[src/rtl/go_to_goal_steering_core_macros.svh]
// ---------------------------------------------------------------------------
// Assertion macros for the go-to-goal steering core
// Implication checks, same cycle and next cycle, switched off by NO_ASSERTIONS.
// ---------------------------------------------------------------------------
`ifndef GO_TO_GOAL_STEERING_CORE_MACROS_SVH
`define GO_TO_GOAL_STEERING_CORE_MACROS_SVH

`ifndef NO_ASSERTIONS
`define GGS_ASSERT_IMP(lbl, clk, rstn, ante, cons) \
  lbl: assert property (@(posedge clk) disable iff (!(rstn)) (ante) |-> (cons)) \
    else $error("ggs assertion failed");
`define GGS_ASSERT_NXT(lbl, clk, rstn, ante, cons) \
  lbl: assert property (@(posedge clk) disable iff (!(rstn)) (ante) |=> (cons)) \
    else $error("ggs assertion failed");
`else
`define GGS_ASSERT_IMP(lbl, clk, rstn, ante, cons)
`define GGS_ASSERT_NXT(lbl, clk, rstn, ante, cons)
`endif

`endif

[src/rtl/ggs_pkg.sv]
// ---------------------------------------------------------------------------
// ggs_pkg
// Types, constants and the arctangent table of the go-to-goal steering core.
// ---------------------------------------------------------------------------
package ggs_pkg;

  localparam int XW = 28;   // CORDIC x/y, Q.16 with growth headroom
  localparam int ZW = 20;   // CORDIC angle, Q.16 radians
  localparam int HW = 15;   // heading / angle fields, Q3.12

  localparam logic signed [ZW-1:0] HALF_PI_Q16   = 20'sd102944;
  localparam logic [15:0]          GAIN_COMP_Q16 = 16'd39797;

  // configuration register indexes
  localparam logic [2:0] REG_GOAL_X        = 3'd0;
  localparam logic [2:0] REG_GOAL_Y        = 3'd1;
  localparam logic [2:0] REG_SPEED_GAIN    = 3'd2;
  localparam logic [2:0] REG_SPEED_LIMIT   = 3'd3;
  localparam logic [2:0] REG_ARRIVE_RADIUS = 3'd4;
  localparam logic [2:0] REG_AIM_TOLERANCE = 3'd5;

  typedef struct packed {
    logic signed [XW-1:0] x;
    logic signed [XW-1:0] y;
    logic signed [ZW-1:0] z;
    logic signed [HW-1:0] hd;
  } ggs_vec_t;

  typedef struct packed {
    logic [15:0]   speed_gain;
    logic [15:0]   speed_limit;
    logic [15:0]   arrive_radius;
    logic [HW-1:0] aim_tolerance;
  } ggs_cmd_cfg_t;

  // round(atan(2^-i) * 65536)
  function automatic logic [15:0] atan_q16(input int idx);
    logic [15:0] t;
    case (idx)
      0:       t = 16'd51472;
      1:       t = 16'd30386;
      2:       t = 16'd16055;
      3:       t = 16'd8150;
      4:       t = 16'd4091;
      5:       t = 16'd2047;
      6:       t = 16'd1024;
      7:       t = 16'd512;
      8:       t = 16'd256;
      9:       t = 16'd128;
      10:      t = 16'd64;
      11:      t = 16'd32;
      12:      t = 16'd16;
      13:      t = 16'd8;
      14:      t = 16'd4;
      15:      t = 16'd2;
      16:      t = 16'd1;
      default: t = 16'd0;
    endcase
    return t;
  endfunction

endpackage

[src/rtl/ggs_back.sv]
// ---------------------------------------------------------------------------
// ggs_back
// Gain compensation, bearing error, arrival/aim decision and speed command.
// Four register stages, the last one is the output register.
// ---------------------------------------------------------------------------
`include "go_to_goal_steering_core_macros.svh"

module ggs_back (
  input  logic                      clk,
  input  logic                      rst_n,
  input  ggs_pkg::ggs_cmd_cfg_t     cfg,
  input  logic                      s_valid,
  output logic                      s_ready,
  input  ggs_pkg::ggs_vec_t         s_data,
  output logic                      m_valid,
  input  logic                      m_ready,
  output logic [15:0]               linear_speed,
  output logic [ggs_pkg::HW-1:0]    angular_rate
);

  // stage 1: distance product and bearing error
  logic                 v1_r, rdy1;
  logic [42:0]          prod1_r, prod1_nxt;
  logic signed [16:0]   err1_r, err1_nxt;
  logic [26:0]          xpos;
  logic signed [ggs_pkg::ZW-1:0] zr;
  logic signed [15:0]   bearing;

  // stage 2: rounded distance and decision flags
  logic                 v2_r, rdy2;
  logic [16:0]          dist2_r, dist2_nxt;
  logic                 near2_r, near2_nxt, turn2_r, turn2_nxt;
  logic [ggs_pkg::HW-1:0] aerr2_r;
  logic [42:0]          rnd_sum;
  logic [16:0]          aerr_full;

  // stage 3: gain product
  logic                 v3_r, rdy3;
  logic [32:0]          prod3_r;
  logic                 near3_r, turn3_r;
  logic [ggs_pkg::HW-1:0] aerr3_r;

  // stage 4: output register
  logic                 v4_r, rdy4;
  logic [15:0]          lin4_r, lin4_nxt;
  logic [ggs_pkg::HW-1:0] ang4_r, ang4_nxt;
  logic [24:0]          spd;

  assign rdy4    = !v4_r || m_ready;
  assign rdy3    = !v3_r || rdy4;
  assign rdy2    = !v2_r || rdy3;
  assign rdy1    = !v1_r || rdy2;
  assign s_ready = rdy1;

  always_comb begin
    xpos      = s_data.x[ggs_pkg::XW-1] ? 27'd0 : s_data.x[26:0];
    prod1_nxt = {16'd0, xpos} * {27'd0, ggs_pkg::GAIN_COMP_Q16};
    zr        = (s_data.z + 20'sd8) >>> 4;
    bearing   = zr[15:0];
    err1_nxt  = {bearing[15], bearing} - {{2{s_data.hd[ggs_pkg::HW-1]}}, s_data.hd};
  end

  always_comb begin
    rnd_sum   = prod1_r + 43'd8388608;
    dist2_nxt = rnd_sum[40:24];
    near2_nxt = dist2_nxt <= {1'b0, cfg.arrive_radius};
    aerr_full = err1_r[16] ? 17'(-err1_r) : 17'(err1_r);
    turn2_nxt = aerr_full > {2'b0, cfg.aim_tolerance};
  end

  always_comb begin
    spd      = prod3_r[32:8];
    lin4_nxt = '0;
    ang4_nxt = '0;
    if (!near3_r) begin
      if (turn3_r) begin
        ang4_nxt = aerr3_r;
      end else if (spd > {9'd0, cfg.speed_limit}) begin
        lin4_nxt = cfg.speed_limit;
      end else begin
        lin4_nxt = spd[15:0];
      end
    end
  end

  always_ff @(posedge clk) begin
    if (!rst_n) begin
      v1_r <= 1'b0;
      v2_r <= 1'b0;
      v3_r <= 1'b0;
      v4_r <= 1'b0;
    end else begin
      if (rdy1) v1_r <= s_valid;
      if (rdy2) v2_r <= v1_r;
      if (rdy3) v3_r <= v2_r;
      if (rdy4) v4_r <= v3_r;
    end
  end

  always_ff @(posedge clk) begin
    if (rdy1 && s_valid) begin
      prod1_r <= prod1_nxt;
      err1_r  <= err1_nxt;
    end
    if (rdy2 && v1_r) begin
      dist2_r <= dist2_nxt;
      near2_r <= near2_nxt;
      turn2_r <= turn2_nxt;
      aerr2_r <= aerr_full[ggs_pkg::HW-1:0];
    end
    if (rdy3 && v2_r) begin
      prod3_r <= {17'd0, cfg.speed_gain} * {16'd0, dist2_r};
      near3_r <= near2_r;
      turn3_r <= turn2_r;
      aerr3_r <= aerr2_r;
    end
    if (rdy4 && v3_r) begin
      lin4_r <= lin4_nxt;
      ang4_r <= ang4_nxt;
    end
  end

  assign m_valid      = v4_r;
  assign linear_speed = lin4_r;
  assign angular_rate = ang4_r;

  `GGS_ASSERT_IMP(a_cmd_exclusive, clk, rst_n, v4_r, (lin4_r == '0) || (ang4_r == '0))
  `GGS_ASSERT_IMP(a_speed_capped, clk, rst_n, v4_r, lin4_r <= cfg.speed_limit)
  `GGS_ASSERT_IMP(a_turn_above_tol, clk, rst_n, v4_r && (ang4_r != '0), ang4_r > cfg.aim_tolerance)
  `GGS_ASSERT_NXT(a_full_holds, clk, rst_n, !rdy1 && !m_ready, v4_r)

endmodule

[config.mk]
export PLATFORM = sky130hd
export DESIGN_NAME = ggs_back
export DESIGN_NICKNAME = d
export VERILOG_FILES = /design/src/rtl/ggs_pkg.sv /design/src/rtl/ggs_back.sv
export VERILOG_INCLUDE_DIRS = /design/src /design/src/rtl
export SDC_FILE = /design/constraint.sdc
export NUM_CORES = 1
export LEC_CHECK = 0
export BUFFER_PORTS_ARGS = -buffer_cell sky130_fd_sc_hd__buf_2
export CELL_PAD_IN_SITES_DETAIL_PLACEMENT = 1
export CELL_PAD_IN_SITES_GLOBAL_PLACEMENT = 1
export CORE_MARGIN = 1.5
export CORE_UTILIZATION = 35
export CTS_CLUSTER_DIAMETER = 40
export CTS_CLUSTER_SIZE = 14
export DETAILED_ROUTE_END_ITERATION = 8
export GPL_TIMING_DRIVEN = 0
export PLACE_DENSITY_LB_ADDON = 0.1
export SLEW_MARGIN = 20
export SYNTH_ARGS = -nofsm -noshare
export SYNTH_HDL_FRONTEND = slang
export SYNTH_SLANG_ARGS = --single-unit
[constraint.sdc]
create_clock -name clk -period 10.69 [get_ports clk]
set_clock_uncertainty 0.05 [all_clocks]
set_input_delay 1.6035 -clock clk [delete_from_list [all_inputs] [get_ports clk]]
set_output_delay 1.6035 -clock clk [all_outputs]
set_load 0.01 [all_outputs]
==> run_summary.xml, run 1 <==
<?xml version="1.0" encoding="UTF-8"?>
<metrics>
  <group name="flow_run">
    <metric name="max_cap_viols" unit="">0</metric>
  </group>
  <group name="sta">
    <metric name="rsz_0062_raised_after_global_routing" unit="">false</metric>
    <metric name="fmax" unit="MHz">109</metric>
    <metric name="final_hold_viol_count" unit="">0</metric>
    <metric name="fin_crit_sh" unit="%">85.6</metric>
    <metric name="worstMarginPinSlew" unit="ps">1120</metric>
    <metric name="slew-limit-headroom" unit="%">25.2</metric>
    <metric name="report.final.slew_viol_count" unit="">0</metric>
    <metric name="finalSetupViolations" unit="">0</metric>
    <metric name="timing.hold.ws" unit="ps">372</metric>
    <metric name="setup_tns_after_final_layout" unit="ps">0</metric>
    <metric name="minimum_clock_period_after_layout" unit="ps">9150</metric>
  </group>
  <group name="floorplan">
    <metric name="die-height" unit="um">264</metric>
    <metric name="floorplan.core_area" unit="mm^2">0.0674</metric>
    <metric name="initial_utilization" unit="%">35.5</metric>
    <metric name="design.die.area" unit="mm^2">0.0699</metric>
    <metric name="io-pin-count" unit="">191</metric>
    <metric name="horizontal_die_dimension" unit="um">264</metric>
    <metric name="core.rowCount" unit="">95</metric>
  </group>
  <group name="critical_path">
    <metric name="worstSetupStartpointType" unit="">input port</metric>
    <metric name="crit_arrival" unit="ps">9270</metric>
    <metric name="worstPathRequired" unit="ps">10810</metric>
    <metric name="endpoint_kind" unit="">register</metric>
    <metric name="crit_path_max_fanout" unit="">10</metric>
    <metric name="worstSetupPathType" unit="">input port to register</metric>
    <metric name="slack_of_the_worst_reg_to_reg_path" unit="ps">3620</metric>
  </group>
  <group name="synthesis">
    <metric name="netlist_instances" unit="">2366</metric>
    <metric name="avg_synthesized_cell_area" unit="um^2">10.1</metric>
    <metric name="number_of_enable_flip_flop_cells_after_synthesis" unit="">142</metric>
    <metric name="synth_fp_nets" unit="">3234</metric>
    <metric name="ys_dominant_reg_cell" unit="">edfxtp_1</metric>
    <metric name="syn-cell-area" unit="mm^2">0.0239</metric>
    <metric name="number_of_distinct_standard_cells_referenced_by_the_synthesized_netlist" unit="">65</metric>
    <metric name="postSynthRegisterBits" unit="">146</metric>
    <metric name="synth_seq_area_share" unit="%">18.2</metric>
    <metric name="yosysWarningCount" unit="">0</metric>
    <metric name="share_of_async_settable_or_async_resettable_flops_after_synthesis" unit="%">0</metric>
  </group>
  <group name="grt">
    <metric name="grt_start_max_net_pins" unit="">30</metric>
    <metric name="grt.total_usage" unit="%">19.1</metric>
    <metric name="antenna_found_initial" unit="">5</metric>
    <metric name="global_route.usage.met2" unit="%">35.5</metric>
    <metric name="grt_most_used_layer" unit="">met2</metric>
    <metric name="overflow_after_grt" unit="">0</metric>
    <metric name="first_pass_grt_wire_length" unit="um">103000</metric>
    <metric name="first_global_vias" unit="">19076</metric>
    <metric name="grt_use_met1" unit="%">23.3</metric>
    <metric name="use_met3" unit="%">1.84</metric>
  </group>
  <group name="drt">
    <metric name="drtAntennaViolNets" unit="">0</metric>
    <metric name="drt_first_iter_violations" unit="">472</metric>
    <metric name="post_drt_via_cell_ratio" unit="">4.82</metric>
    <metric name="drtPass1Iterations" unit="">4</metric>
    <metric name="drc_errors" unit="">0</metric>
    <metric name="route.vias.total" unit="">16555</metric>
    <metric name="routed_wire_length_per_instance" unit="um">18.7</metric>
    <metric name="routed_wirelength" unit="um">64200</metric>
  </group>
  <group name="placement">
    <metric name="hpwlAfterDp" unit="um">56400</metric>
    <metric name="place.port_buffers" unit="">158</metric>
    <metric name="routabilityCongestion" unit="">0.856</metric>
  </group>
  <group name="clock_tree">
    <metric name="path_clk_slew" unit="ps">60</metric>
    <metric name="post_cts_hold_buffer_count" unit="">0</metric>
    <metric name="cts_buffer_depth" unit="">2</metric>
    <metric name="cts-buffers-inserted" unit="">17</metric>
    <metric name="clock-sinks" unit="">146</metric>
    <metric name="number_of_buffers_inserted_by_post_cts_setup_repair" unit="">0</metric>
    <metric name="worstSkewPairLatency" unit="ps">440</metric>
    <metric name="ctsRootBufferMaster" unit="">clkbuf_16</metric>
    <metric name="post_cts_resize_count" unit="">0</metric>
    <metric name="tritoncts_clock_tree" unit="">done</metric>
    <metric name="count_of_h_tree_levels_built_during_cts" unit="">4</metric>
  </group>
  <group name="layout">
    <metric name="layout-drive-gt1-share" unit="%">8.52</metric>
    <metric name="final_nets" unit="">3415</metric>
    <metric name="area_delta_synth_final" unit="%">11.0</metric>
  </group>
  <group name="outcome">
    <metric name="outcome" unit="">finished, final reports clean</metric>
  </group>
  <group name="hold_path">
    <metric name="holdCritPathClass" unit="">register to register</metric>
  </group>
</metrics>
-- routing by layer --
metal | vias up | wire length (um)
li1 | 7810 | -
met1 | 8481 | 27100
met2 | 198 | 33800
met3 | 64 | 1650
met4 | 2 | 1620
met5 | - | 13
-- flip-flops by register name (all words and copies together), names as in the netlist, 15 cells and up --
signal,count
err1_r,17
prod3_r,25
aerr3_r,15
aerr2_r,15
prod1_r,18
angular_rate,15
linear_speed,16
dist2_r,17
-- critical path, cell delays in order --
cell and delay, ps:
buf_2 80, clkbuf_1 520, clkbuf_1 460, clkbuf_1 450
nand2b_1 240, inv_1 250, ha_1 500, xnor2_1 190
fa_1 540, inv_1 60, fa_1 530, fa_1 450
fa_1 540, inv_1 50, fa_1 530, inv_1 40
ha_1 310, a21o_1 190, a21o_1 160, a21o_1 170
a221o_1 380, a22oi_1 180, and3_1 270, o21ai_1 160
a221oi_2 280, xnor2_1 110
-- stage by stage --
stage / worst slack [ps] / cells / utilization [%] / instance area (um^2)
3_3_place_gp: 1020 / 3397 / 38.3 / 25800
3_5_place_dp: 933 / 3401 / 38.5 / 25900
4_1_cts: 1390 / 3433 / 39.4 / 26600
2_1_floorplan: 2560 / 2366 / - / 23900
5_1_grt: 1090 / 3435 / 39.4 / 26600
6_report: 1540 / 3436 / 39.4 / 26600
-- final timing paths --
| check | endpoint | startpoint | cells after the start |
|---|---|---|---|
| setup reg to reg | prod3_r[30] | dist2_r[7] | 23 |
| hold reg to reg | aerr3_r[8] | aerr2_r[8] | 0 |
| hold / removal | aerr3_r[8] | aerr2_r[8] | 0 |
| setup / recovery | prod1_r[35] | s_data[90] | 26 |
-- kinds of logic after synthesis --
group | count (synthesis) | synth area share (%)
adders and majority gates | 710 | 49.2
buffers and inverters | 596 | 9.38
and+or+nand+nor | 563 | 12.1
AOI/OAI and AO/OA | 217 | 6.21
DFF | 146 | 18.2
xor gates and xnor gates | 117 | 4.28
muxes | 17 | 0.711
-- layout make-up --
type                            count  area (um^2)
Timing Repair Buffer              162          886
Clock buffer                       19          433
Buffer                             48          188
Multi-Input combinational cell   1624        17400
Sequential cell                   146         4340
Tap cell                          873         1090
Clock inverter                     13          174
Fill cell                        7664        40800
Antenna cell                        3         7.51
Inverter                          548         2060
-- cells in the final DEF (no fill, tap or decap), drive strengths merged, types with 7 or more instances in the layout --
cell / synthesis / layout
edfxtp: 142 / 142
o21bai: 8 / 8
nand2b: 25 / 25
and2: 154 / 154
inv: 548 / 553
nor2: 61 / 61
nor2b: 36 / 36
xnor2: 83 / 83
buf: 3 / 165
a21o: 49 / 49
clkbuf: 45 / 64
a21oi: 65 / 65
a31oi: 7 / 7
nand4: 17 / 17
fa: 384 / 384
o21ai: 33 / 33
nand3: 21 / 21
nand2: 188 / 188
ha: 326 / 326
nor3: 19 / 19
and3: 18 / 18
mux2i: 17 / 17
o31ai: 7 / 7
o21a: 12 / 12
xor2: 34 / 34
-- synth_stat cells (all sizes together) (2+ instances only) --
| cell | count | area [um^2] |
|---|---|---|
| o21bai | 8 | 63.8 |
| fa | 384 | 7690 |
| nand2b | 25 | 156 |
| clkbuf | 45 | 169 |
| mux2i | 17 | 170 |
| buf | 3 | 18.8 |
| and2 | 154 | 963 |
| and4 | 6 | 52.6 |
| a2111oi | 3 | 45.1 |
| nor2 | 61 | 229 |
| or2 | 4 | 25.0 |
| a21oi | 65 | 344 |
| a21o | 49 | 368 |
| o31ai | 7 | 52.6 |
| or3 | 3 | 18.8 |
| edfxtp | 142 | 4260 |
| a211oi | 6 | 50.1 |
| o21a | 12 | 90.1 |
| nand2 | 188 | 706 |
| xnor2 | 83 | 727 |
| a21boi | 6 | 45.1 |
| nor3 | 19 | 106 |
| and3 | 18 | 113 |
| o21ai | 33 | 169 |
| or4 | 3 | 22.5 |
| nor4 | 5 | 31.3 |
| a221oi | 3 | 38.8 |
| a31oi | 7 | 43.8 |
| o211ai | 3 | 22.5 |
| o2111ai | 2 | 23.8 |
| inv | 548 | 2060 |
| nor2b | 36 | 225 |
| nand4 | 17 | 106 |
| ha | 326 | 4080 |
| nand3 | 21 | 105 |
| o22ai | 3 | 25.0 |
| xor2 | 34 | 298 |
| dfxtp | 4 | 80.1 |
Power of run 1 is not shown: default switching activity piles up to over one toggle a cycle in this logic, so the estimate is an artifact.
==> run 2, diff against run 1 <==
--- a/config.mk
+++ b/config.mk
@@ -10,12 +10,12 @@
 export CELL_PAD_IN_SITES_DETAIL_PLACEMENT = 1
 export CELL_PAD_IN_SITES_GLOBAL_PLACEMENT = 1
 export CORE_MARGIN = 1.5
-export CORE_UTILIZATION = 35
+export CORE_UTILIZATION = 50
 export CTS_CLUSTER_DIAMETER = 40
 export CTS_CLUSTER_SIZE = 14
 export DETAILED_ROUTE_END_ITERATION = 8
 export GPL_TIMING_DRIVEN = 0
-export PLACE_DENSITY_LB_ADDON = 0.1
+export PLACE_DENSITY = 0.86
 export SLEW_MARGIN = 20
 export SYNTH_ARGS = -nofsm -noshare
 export SYNTH_HDL_FRONTEND = slang
==> run 2 against run 1 <==
Against the previous run: clock-buffer cell count decreased by 2; non-clock buffer count unchanged; maximum frequency increased by 0.51%; die area decreased by 30%; sequential cell count unchanged; global-route usage increased by 12 points; critical endpoint is now prod1_r[39].
==> run_summary.xml, run 2 (synthesis gave the netlist of run 1 again) <==
<?xml version="1.0" encoding="UTF-8"?>
<metrics>
  <group name="sta">
    <metric name="timing.hold.ws" unit="ps">372</metric>
    <metric name="worstMarginPinSlew" unit="ps">1040</metric>
    <metric name="report.final.slew_viol_count" unit="">0</metric>
    <metric name="fmax" unit="MHz">110</metric>
    <metric name="slew-limit-headroom" unit="%">30.4</metric>
    <metric name="fin_crit_sh" unit="%">85.2</metric>
    <metric name="finalSetupViolations" unit="">0</metric>
    <metric name="rsz_0062_raised_after_global_routing" unit="">false</metric>
    <metric name="setup_tns_after_final_layout" unit="ps">0</metric>
    <metric name="minimum_clock_period_after_layout" unit="ps">9110</metric>
    <metric name="final_hold_viol_count" unit="">0</metric>
  </group>
  <group name="layout">
    <metric name="layout_commonest_cell" unit="">inv_1</metric>
    <metric name="reg_top3" unit="">prod3_r (25), prod1_r (18)</metric>
    <metric name="fin_cells" unit="">3172</metric>
    <metric name="layout.cells.most_common_list" unit="">548 x inv_1, 384 x fa_1, 326 x ha_1</metric>
    <metric name="biggest_register" unit="">prod3_r</metric>
    <metric name="area_delta_synth_final" unit="%">9.69</metric>
    <metric name="layout-drive-gt1-share" unit="%">8.59</metric>
    <metric name="final_nets" unit="">3415</metric>
    <metric name="largest_register_ff_count" unit="">25</metric>
    <metric name="fin_area" unit="mm^2">0.0262</metric>
  </group>
  <group name="floorplan">
    <metric name="initial_utilization" unit="%">51.1</metric>
    <metric name="core.rowCount" unit="">79</metric>
    <metric name="io-pin-count" unit="">191</metric>
    <metric name="horizontal_die_dimension" unit="um">222</metric>
    <metric name="design.die.area" unit="mm^2">0.0492</metric>
    <metric name="die-height" unit="um">222</metric>
    <metric name="floorplan.core_area" unit="mm^2">0.0469</metric>
  </group>
  <group name="placement">
    <metric name="place_inst" unit="">3135</metric>
    <metric name="placed_area" unit="mm^2">0.0256</metric>
    <metric name="hpwlAfterDp" unit="um">60200</metric>
    <metric name="place.port_buffers" unit="">158</metric>
    <metric name="routabilityCongestion" unit="">0.938</metric>
  </group>
  <group name="hold_path">
    <metric name="hold-path-endpoint" unit="">aerr3_r[8]</metric>
    <metric name="min_from" unit="">aerr2_r[8]</metric>
    <metric name="holdCritPathClass" unit="">register to register</metric>
    <metric name="hold_depth" unit="">0</metric>
  </group>
  <group name="grt">
    <metric name="global_route.usage.met2" unit="%">58.4</metric>
    <metric name="grt_use_met1" unit="%">33.3</metric>
    <metric name="grt_most_used_layer" unit="">met2</metric>
    <metric name="grt_start_max_net_pins" unit="">32</metric>
    <metric name="grt.total_usage" unit="%">31.2</metric>
    <metric name="use_met3" unit="%">3.92</metric>
    <metric name="antenna_found_initial" unit="">5</metric>
    <metric name="first_global_vias" unit="">21512</metric>
    <metric name="first_pass_grt_wire_length" unit="um">117000</metric>
    <metric name="overflow_after_grt" unit="">0</metric>
  </group>
  <group name="drt">
    <metric name="route.vias.total" unit="">17849</metric>
    <metric name="drc_errors" unit="">0</metric>
    <metric name="drtAntennaViolNets" unit="">0</metric>
    <metric name="post_drt_via_cell_ratio" unit="">5.63</metric>
    <metric name="routed_wire_length_per_instance" unit="um">23.5</metric>
    <metric name="routed_wirelength" unit="um">74700</metric>
    <metric name="drtPass1Iterations" unit="">5</metric>
    <metric name="drt_first_iter_violations" unit="">924</metric>
  </group>
  <group name="critical_path">
    <metric name="slack_of_the_worst_reg_to_reg_path" unit="ps">3300</metric>
    <metric name="endpoint_kind" unit="">register</metric>
    <metric name="worst_r2r_path_depth" unit="">21</metric>
    <metric name="critical_path.startpoint" unit="">s_data[90]</metric>
    <metric name="rr_endpoint" unit="">prod3_r[27]</metric>
    <metric name="crit_path_max_fanout" unit="">10</metric>
    <metric name="worstSetupStartpointType" unit="">input port</metric>
    <metric name="crit_arrival" unit="ps">9250</metric>
    <metric name="worstSetupPathType" unit="">input port to register</metric>
    <metric name="critical_path.reg2reg.startpoint" unit="">dist2_r[15]</metric>
    <metric name="worstPathRequired" unit="ps">10830</metric>
  </group>
  <group name="clock_tree">
    <metric name="count_of_h_tree_levels_built_during_cts" unit="">4</metric>
    <metric name="ctsRootBufferMaster" unit="">clkbuf_16</metric>
    <metric name="tritoncts_clock_tree" unit="">done</metric>
    <metric name="post_cts_hold_buffer_count" unit="">0</metric>
    <metric name="number_of_buffers_inserted_by_post_cts_setup_repair" unit="">0</metric>
    <metric name="path_clk_slew" unit="ps">70</metric>
    <metric name="post_cts_resize_count" unit="">0</metric>
    <metric name="cts-buffers-inserted" unit="">17</metric>
    <metric name="clock-sinks" unit="">146</metric>
    <metric name="worstSkewPairLatency" unit="ps">440</metric>
    <metric name="cts_buffer_depth" unit="">2</metric>
  </group>
  <group name="flow_run">
    <metric name="max_cap_viols" unit="">0</metric>
  </group>
  <group name="outcome">
    <metric name="outcome" unit="">finished, final reports clean</metric>
  </group>
</metrics>
## run 2: area by class of cell
class	count	area [um^2]
well taps	607	759
flip-flops and latches	146	4340
inverters	548	2060
diodes	5	12.5
multi-input cells	1624	17400
plain buffers	48	188
fillers	5243	20600
clock buffers	17	425
repair buffers	162	886
clock inverters	15	190
## run 2: per-layer routing
layer,vias up,part of all wire (%),wire [um]
li1,7811,-,-
met1,9149,36,26900
met2,619,53,39900
met3,270,4.4,3250
met4,0,6.2,4630
met5,-,0,0
## run 2: worst max path at each step
stage                     cells after the start          end  slack (ps)
final                                        25  prod1_r[39]        1580
after global routing                         26  prod1_r[35]        1250
after CTS                                    26  prod1_r[35]        1610
after detailed placement                     26  prod1_r[35]        1170
after global placement                       26  prod1_r[39]        1440
after floorplan                              25  prod1_r[39]        2560
## run 2: worst max-delay path: stages
cell      delay, ps
buf_2            80
clkbuf_1        480
clkbuf_1        430
clkbuf_1        480
nand2b_1        330
inv_1           270
fa_1            570
inv_1            70
fa_1            520
inv_1            70
fa_1            480
fa_1            440
fa_1            530
inv_1            60
fa_1            530
inv_1            50
ha_1            380
and4_1          290
a221oi_1        340
o21ai_1         140
nor2_1          150
a21oi_2         110
or4_1           510
a31oi_1         220
xnor2_1          80
## run 2: metrics by stage
stage / utilization, % / setup slack (ps)
5_1_grt: 56.0 / 1250
3_5_place_dp: 54.7 / 1170
3_3_place_gp: 54.4 / 1440
4_1_cts: 56.0 / 1610
2_1_floorplan: - / 2560
6_report: 56.0 / 1580
Power of run 2 is left out for the same reason.
==> run 3, diff against run 2 <==
--- a/config.mk
+++ b/config.mk
@@ -6,16 +6,16 @@
 export SDC_FILE = /design/constraint.sdc
 export NUM_CORES = 1
 export LEC_CHECK = 0
-export BUFFER_PORTS_ARGS = -buffer_cell sky130_fd_sc_hd__buf_2
 export CELL_PAD_IN_SITES_DETAIL_PLACEMENT = 1
 export CELL_PAD_IN_SITES_GLOBAL_PLACEMENT = 1
 export CORE_MARGIN = 1.5
-export CORE_UTILIZATION = 50
+export CORE_UTILIZATION = 53
 export CTS_CLUSTER_DIAMETER = 40
 export CTS_CLUSTER_SIZE = 14
 export DETAILED_ROUTE_END_ITERATION = 8
+export DONT_BUFFER_PORTS = 1
 export GPL_TIMING_DRIVEN = 0
-export PLACE_DENSITY = 0.86
+export PLACE_DENSITY = 0.85
 export SLEW_MARGIN = 20
 export SYNTH_ARGS = -nofsm -noshare
 export SYNTH_HDL_FRONTEND = slang
==> run 3 against run 2 <==
Against the previous run: sequential share of layout area up 0.53 points; first-iteration DRC count up 7.0%; critical path depth unchanged; cell area down 3.1%; maximum frequency up 1.8%; sequential cell count unchanged; clock-buffer cell count unchanged; critical endpoint is now prod1_r[35]; via count down 4.4%; highest routed layer is now met5; non-clock buffer count down 158.
==> run_summary.xml, run 3 (synthesis gave the netlist of run 1 again) <==
<?xml version="1.0" encoding="UTF-8"?>
<metrics>
  <group name="layout">
    <metric name="final_nets" unit="">3257</metric>
    <metric name="layout-drive-gt1-share" unit="%">2.58</metric>
    <metric name="layout_commonest_cell" unit="">inv_1</metric>
    <metric name="fin_area" unit="mm^2">0.0254</metric>
    <metric name="area_delta_synth_final" unit="%">6.26</metric>
    <metric name="largest_register_ff_count" unit="">25</metric>
    <metric name="biggest_register" unit="">prod3_r</metric>
    <metric name="reg_top3" unit="">prod3_r (25), prod1_r (18)</metric>
    <metric name="layout.cells.most_common_list" unit="">548 x inv_1, 384 x fa_1, 326 x ha_1</metric>
  </group>
  <group name="critical_path">
    <metric name="cpMaxStageDelayCell" unit="">fa_1</metric>
    <metric name="critical_path.reg2reg.startpoint" unit="">dist2_r[13]</metric>
    <metric name="buf_inv_stages_crit_path" unit="">7</metric>
    <metric name="critPathMostFrequentCell" unit="">fa_1</metric>
    <metric name="worstSetupStartpointType" unit="">input port</metric>
    <metric name="worstPathRequired" unit="ps">10840</metric>
    <metric name="worstSetupPathType" unit="">input port to register</metric>
    <metric name="rr_endpoint" unit="">prod3_r[30]</metric>
    <metric name="crit_end" unit="">prod1_r[35]</metric>
    <metric name="cp.depth" unit="">25</metric>
    <metric name="critPathTopFamily" unit="">adder cells</metric>
    <metric name="slack_of_the_worst_reg_to_reg_path" unit="ps">3410</metric>
    <metric name="endpoint_kind" unit="">register</metric>
    <metric name="critical-path-max-stage-delay" unit="ps">570</metric>
    <metric name="critical_path.startpoint" unit="">s_data[90]</metric>
    <metric name="worst_r2r_path_depth" unit="">21</metric>
    <metric name="crit_path_max_fanout" unit="">10</metric>
    <metric name="crit_arrival" unit="ps">9090</metric>
  </group>
  <group name="clock_tree">
    <metric name="tritoncts_clock_tree" unit="">done</metric>
    <metric name="clock-sinks" unit="">146</metric>
    <metric name="number_of_buffers_inserted_by_post_cts_setup_repair" unit="">0</metric>
    <metric name="path_clk_slew" unit="ps">70</metric>
    <metric name="post_cts_resize_count" unit="">0</metric>
    <metric name="worstSkewPairLatency" unit="ps">450</metric>
    <metric name="cts_buffer_depth" unit="">2</metric>
    <metric name="count_of_h_tree_levels_built_during_cts" unit="">4</metric>
    <metric name="post_cts_hold_buffer_count" unit="">0</metric>
    <metric name="ctsRootBufferMaster" unit="">clkbuf_16</metric>
    <metric name="cts-buffers-inserted" unit="">17</metric>
  </group>
  <group name="drt">
    <metric name="drtPass1Iterations" unit="">5</metric>
    <metric name="drt_first_iter_violations" unit="">989</metric>
    <metric name="post_drt_via_cell_ratio" unit="">5.70</metric>
    <metric name="drtAntennaViolNets" unit="">0</metric>
    <metric name="route.vias.total" unit="">17071</metric>
    <metric name="drc_errors" unit="">0</metric>
    <metric name="routed_wirelength" unit="um">69000</metric>
    <metric name="routed_wire_length_per_instance" unit="um">23.0</metric>
  </group>
  <group name="sta">
    <metric name="fmax" unit="MHz">112</metric>
    <metric name="setup_tns_after_final_layout" unit="ps">0</metric>
    <metric name="post-route-worst-setup-slack" unit="ps">1750</metric>
    <metric name="slew-limit-headroom" unit="%">26.3</metric>
    <metric name="rsz_0062_raised_after_global_routing" unit="">false</metric>
    <metric name="final_hold_viol_count" unit="">0</metric>
    <metric name="worstMarginPinSlew" unit="ps">1100</metric>
    <metric name="finalSetupViolations" unit="">0</metric>
    <metric name="report.final.slew_viol_count" unit="">0</metric>
    <metric name="minimum_clock_period_after_layout" unit="ps">8940</metric>
    <metric name="fin_crit_sh" unit="%">83.7</metric>
  </group>
  <group name="placement">
    <metric name="place.port_buffers" unit="">0</metric>
    <metric name="routabilityCongestion" unit="">0.923</metric>
    <metric name="pre_cts_slack" unit="ps">1220</metric>
    <metric name="hpwlAfterDp" unit="um">57800</metric>
    <metric name="placed_area" unit="mm^2">0.0248</metric>
  </group>
  <group name="grt">
    <metric name="first_pass_grt_wire_length" unit="um">109000</metric>
    <metric name="first_global_vias" unit="">20437</metric>
    <metric name="antenna_found_initial" unit="">5</metric>
    <metric name="grt_start_max_net_pins" unit="">32</metric>
    <metric name="grt.total_usage" unit="%">30.7</metric>
    <metric name="overflow_after_grt" unit="">0</metric>
  </group>
  <group name="floorplan">
    <metric name="horizontal_die_dimension" unit="um">215</metric>
    <metric name="die-height" unit="um">215</metric>
    <metric name="floorplan.core_area" unit="mm^2">0.0444</metric>
    <metric name="initial_utilization" unit="%">53.9</metric>
    <metric name="core.rowCount" unit="">77</metric>
    <metric name="io-pin-count" unit="">191</metric>
    <metric name="design.die.area" unit="mm^2">0.0464</metric>
  </group>
  <group name="hold_path">
    <metric name="hold_depth" unit="">0</metric>
    <metric name="holdCritPathClass" unit="">register to register</metric>
  </group>
  <group name="outcome">
    <metric name="outcome" unit="">finished, final reports clean</metric>
  </group>
  <group name="flow_run">
    <metric name="max_cap_viols" unit="">0</metric>
  </group>
</metrics>
==> run 3: cell types whose count changed in the layout (fill, tap and decap cells not counted), sizes merged <==
cell,change
clkinvlp,-1
diode,-2
inv,+2
bufinv,-1
buf,-158
==> run 3: cell type report <==
type                            count  area [um^2]
Fill cell                        4895        19000
Multi-Input combinational cell   1624        17400
Sequential cell                   146         4340
Inverter                          548         2060
Tap cell                          592          741
Clock buffer                       17          425
Buffer                             48          188
Clock inverter                     15          185
Timing Repair Buffer                4         95.1
Antenna cell                        3         7.51
==> run 3: worst min path at each step <==
stage,from,endpoint,slack [ps]
after floorplan,aerr2_r[0],aerr3_r[0],350
after global placement,aerr2_r[0],aerr3_r[0],350
after detailed placement,turn2_r,turn3_r,360
after CTS,near2_r,near3_r,380
after global routing,aerr2_r[0],aerr3_r[0],380
final,aerr2_r[0],aerr3_r[0],380
==> run 3: layer usage <==
| metal | track usage (%) | wire, um | vias up |
|---|---|---|---|
| met4 | 15.5 | 3430 | 4 |
| met5 | 0 | 27 | - |
| met1 | 33.6 | 24900 | 8763 |
| li1 | - | - | 7503 |
| met2 | 57.7 | 37300 | 569 |
| met3 | 4.10 | 3360 | 232 |
==> run 3: worst reg2reg max path, cell delays in order (launching register included) <==
cell and delay, ps:
edfxtp_1 690, clkbuf_1 550, nand2_1 200, fa_1 560, fa_1 520, fa_1 520, inv_1 50, fa_1 480
fa_1 490, inv_1 50, fa_1 470, inv_1 90, ha_1 340, a21oi_1 300, a21boi_0 300, a31oi_1 130
o211a_4 210, nor3_4 240, o21bai_2 170, a41oi_2 310, mux2i_1 210, nand3_1 90
==> run 3: through the flow <==
step           utilization [%]  hold slack, ps  cells
2_1_floorplan                -             350   2366
3_3_place_gp              55.5             354   2958
3_5_place_dp              55.8             362   2962
4_1_cts                   57.2             378   2994
5_1_grt                   57.2             379   2995
6_report                  57.2             376   2997
Power of run 3 is left out for the same reason.
